==> config.mk <==
export PLATFORM = sky130hd
export DESIGN_NAME = bce_cell
export DESIGN_NICKNAME = d
export VERILOG_FILES = /design/src/rtl/bce_pkg.sv /design/src/rtl/bce_cell.sv
export SDC_FILE = /design/constraint.sdc
export NUM_CORES = 1
export LEC_CHECK = 0
export BUFFER_PORTS_ARGS = -buffer_cell sky130_fd_sc_hd__buf_4
export CAP_MARGIN = 20
export CORE_MARGIN = 2
export CORE_UTILIZATION = 45
export DETAILED_ROUTE_END_ITERATION = 7
export PLACE_DENSITY = 0.61
export SYNTH_ARGS = -nofsm -noshare
export SYNTH_HDL_FRONTEND = slang
export SYNTH_SLANG_ARGS = --single-unit
==> constraint.sdc <==
create_clock -name clk_i -period 15.15 [get_ports clk_i]
set_clock_uncertainty 0.2 [all_clocks]
set_input_delay 0.7575 -clock clk_i [delete_from_list [all_inputs] [get_ports clk_i]]
set_output_delay 0.7575 -clock clk_i [all_outputs]
set_load 0.1 [all_outputs]
==> src/rtl/bce_pkg.sv <==
package bce_pkg;

  localparam int DATA_W         = 17;
  localparam int FRAC_BITS      = DATA_W - 1;
  localparam int MAX_POINTS_DEF = 6;
  localparam int NUM_CTRL       = 6;
  localparam int CNT_W          = 3;
  localparam int IDX_W          = 3;

  localparam logic [DATA_W-1:0] ONE = DATA_W'(1) << FRAC_BITS;

  // register indexes
  localparam logic [IDX_W-1:0] REG_POINT_COUNT = 3'd0;
  localparam logic [IDX_W-1:0] REG_CTRL_Y0     = 3'd1;

  localparam logic [CNT_W-1:0] POINT_COUNT_RST = 3'd3;
  // entry 0 is rightmost
  localparam logic [NUM_CTRL-1:0][DATA_W-1:0] CTRL_Y_RST = {
    17'd0, 17'd0, 17'd0, 17'd65536, 17'd62259, 17'd0
  };

  typedef struct packed {
    logic load;
    logic step;
  } cell_ctrl_t;

endpackage

==> src/rtl/bce_cell.sv <==
// One de Casteljau cell: holds one work value, replaces it by the
// interpolation toward its right neighbor on every step.
module bce_cell (
  input  logic                          clk_i,
  input  bce_pkg::cell_ctrl_t           ctrl_i,
  input  logic [bce_pkg::DATA_W-1:0]    load_val_i,
  input  logic [bce_pkg::DATA_W-1:0]    t_i,
  input  logic [bce_pkg::DATA_W-1:0]    right_i,
  output logic [bce_pkg::DATA_W-1:0]    val_o
);

  logic [bce_pkg::DATA_W-1:0]     val_q, val_d;
  logic signed [bce_pkg::DATA_W:0]     diff;
  logic signed [2*bce_pkg::DATA_W+1:0] prod;
  logic signed [2*bce_pkg::DATA_W+1:0] quot;

  always_comb begin
    diff = $signed({1'b0, right_i}) - $signed({1'b0, val_q});
    prod = diff * $signed({1'b0, t_i});
    // arithmetic shift gives floor for negative products
    quot = prod >>> bce_pkg::FRAC_BITS;
    val_d = val_q;
    if (ctrl_i.load) begin
      val_d = load_val_i;
    end else if (ctrl_i.step) begin
      val_d = val_q + quot[bce_pkg::DATA_W-1:0];
    end
  end

  always_ff @(posedge clk_i) begin
    val_q <= val_d;
  end

  assign val_o = val_q;

endmodule

==> metrics.md <==
| Metric | Value |
|---|---|
| Antenna-violating nets left | `0` |
| CP max FO | `17` |
| Startpoint types | `input port` |
| Vias in the first global route | `10237` |
| Critical R2R Capture | `val_o[16]` |
| Worst slew pin tran | `0.918 ns` |
| Initial core utilization | `0.460` |
| Io pins | `71` |
| Worst Path Buf+Inv | `6` |
| Final WL | `30700 µm` |
| # clock sinks | `17` |
| Fraction of layout cells with a size suffix above 1 | `0.0741` |
| Synth top area share | `0.453` |
| FP Rows | `61` |
| Synth warn | `0` |
| Slowest stage cell, crit path | `xnor2_2` |
| Critical path endpoint | `val_o[16]` |
| Main area contributors after synthesis | `fa_1, ha_1, inv_1, and2_1, nand2_1` |
| Die H | `173 µm` |
| Ys flop type | `edfxtp_1` |
| Final HPWL DP | `25200 µm` |
| Critical path class | `input port to register` |
| Avg Inst Size Synth | `8.92 µm²` |
| TNS Setup | `0 ns` |
| Status | `finished clean` |
| CTS H-tree lvls | `1` |
| CP required | `15.06 ns` |
| Placer Congestion | `0.818` |
| Count of final hold-check violations | `0` |
| TritonCTS buffer count | `3` |
| Top delay family on crit path | `adder cells` |
| Post-synthesis register bit count | `17` |
| Seq/Total Area, Yosys | `0.0397` |
| F_max | `0.0928 GHz` |
| Area leader, netlist | `fa_1` |
| Worst EP arrival | `10.68 ns` |
| FF-to-FF path depth | `38` |
| Clock-pin slew on the worst setup and hold paths | `0.06 ns` |
| Clk_lat worst skew | `0.26 ns` |
| Crit. Startpoint | `right_i[0]` |
| Core area | `0.0279 mm²` |
| Longest Clk Path Bufs | `2` |
| Synth async-reset ratio | `0` |
| Largest register FFs | `17` |
| Slew headroom | `0.385` |
| Flip-flop and latch area | `510 µm²` |
| Largest net degree at the start of global routing | `35` |
| # Post-CTS Setup Buffers | `0` |
| # resized after CTS | `0` |
| PortBufs | `70` |
| CP endpoint kind | `register` |
| Unique cell type count in the Yosys netlist | `50` |
| # setup viols final | `0` |
| Hold WC Path Type | `register to register` |
| CTS tree | `yes` |
| Via total after detailed routing | `9334` |
| Fill cells | `2689` |
| Synth Instances | `1440` |
| First-pass detailed-route iteration total | `4` |
| Area occupied by multi-input gates | `0.0108 mm²` |
| Total Die Area | `0.0299 mm²` |
| Post-layout util | `0.497` |
| WL per Instance | `16.5 µm` |
| Ant. Diodes | `0` |
| Synthesized area | `0.0129 mm²` |
| Grt total ovfl | `0` |
| CP most frequent cell | `fa_1` |
| P&R area growth vs syn | `8.12%` |
| Remaining DRCs | `0` |
| Min Tclk post-route | `10.77 ns` |
| # hold bufs at CTS | `0` |
| GRT Util Overall | `0.219` |
| RSZ-0062 raised after global routing | `no` |
| Clock Root Buffer | `clkbuf_16` |
| Syn_nets | `1901` |
| Worst R2R Start | `val_o[0]` |
| EDFF count, synth | `17` |
| Initial DRC Count | `459` |
| First-pass GRT wire length | `52700 µm` |
| CP peak stage delay | `0.71 ns` |
| Pins Over Slew Limit | `0` |
| Via/cell ratio | `5.01` |
| Chip width | `173 µm` |
| Stages on worst setup path | `40` |
| Initial antenna violation count | `0` |
| Nets | `1947` |
| FF-to-FF setup slack | `4.53 ns` |
| MaxCap Viol Count | `0` |
| Final worst-path cycle share | `0.711` |
-- synthesized netlist by cell type, types with 6 or more instances --
cell type	count
and2_1	148
nand2_1	153
fa_1	291
a21o_1	15
nor2_1	24
o21ai_0	30
inv_1	385
nor3_1	10
nand3_1	13
nor2b_1	25
edfxtp_1	17
nand2b_1	10
o21a_1	9
xor2_1	17
and3_1	6
a21oi_1	36
ha_1	116
xnor2_1	38
clkbuf_1	42
-- worst register-to-register path, delay by kind of cell, from the launching register on --
kind,cells,cell delay (ns)
buffers and inverters,4,0.23
AND/OR/NAND/NOR,6,0.96
flip-flops,1,0.43
adder cells (fa/ha/maj),10,4.15
AO/OA/AOI/OAI,14,2.83
XOR/XNOR,4,1.66
-- cells in the final DEF, fill, tap and decap left out, types with 3 or more instances in the layout --
cell type  netlist  routed
inv_1          385     385
fa_1           291     291
nand2_1        153     153
and2_1         148     148
ha_1           116     116
buf_4            0      84
a21oi_1         36      36
xnor2_1         38      36
o21ai_0         30      30
nor2b_1         25      25
nor2_1          24      24
xor2_1          17      17
edfxtp_1        17      17
a21o_1          15      15
nand3_1         13      13
nor3_1          10      10
nand2b_1        10      10
o21a_1           9       9
and3_1           6       6
a31oi_1          5       5
o31ai_1          4       4
nand4_1          3       3
and4_1           3       3
o21bai_1         3       3
a31o_2           3       3
mux2_2           3       3
clkbuf_16        0       3
-- layer usage --
metal / vias to the layer above / track usage / wire [µm]
met1: 4754 / 0.299 / 13600
li1: 4354 / - / -
met4: 0 / 0.0420 / 614
met3: 47 / 0.0200 / 1060
met2: 179 / 0.381 / 15500
met5: - / 0 / 0
-- how the worst min path moves through the flow --
stage | startpoint | endpoint | slack [ns] | cells after the start
CTS | load_val_i[10] | val_o[10] | 0.57 | 3
global route | load_val_i[10] | val_o[10] | 0.60 | 3
detailed placement | val_o[0] | val_o[0] | 0.56 | 2
finish | val_o[0] | val_o[0] | 0.57 | 2
floorplan | load_val_i[15] | val_o[15] | 0.74 | 2
global placement | val_o[0] | val_o[0] | 0.55 | 2
-- metrics by stage --
step / setup slack, ns / cells / hold slack (ns) / cell area (µm²)
2_1_floorplan: 4.66 / 1440 / 0.743 / 12900
3_3_place_gp: 4.38 / 1859 / 0.553 / 13800
3_5_place_dp: 4.13 / 1859 / 0.563 / 13800
4_1_cts: 4.37 / 1863 / 0.570 / 13900
5_1_grt: 3.68 / 1863 / 0.597 / 13900
6_report: 4.38 / 1863 / 0.574 / 13900
-- layout make-up --
| class | count | share of cell area |
|---|---|---|
| inverter | 385 | 0.104 |
| multi-input combinational | 995 | 0.774 |
| clock inverter | 1 | 0.000540 |
| clock buffer | 3 | 0.00540 |
| timing repair buffer | 84 | 0.0454 |
| sequential | 17 | 0.0367 |
| tap | 378 | 0.0340 |
-- cell families after synthesis --
group           synth area share
flops                     0.0397
xor+xnor                  0.0410
compound gates            0.0650
fa+ha+maj                  0.566
simple gates               0.160
buf+inv                    0.125
mux                      0.00263
Power is left out: the tool's default activity adds up to more than one toggle a clock period on the data nets, which glitch-free logic cannot reach.
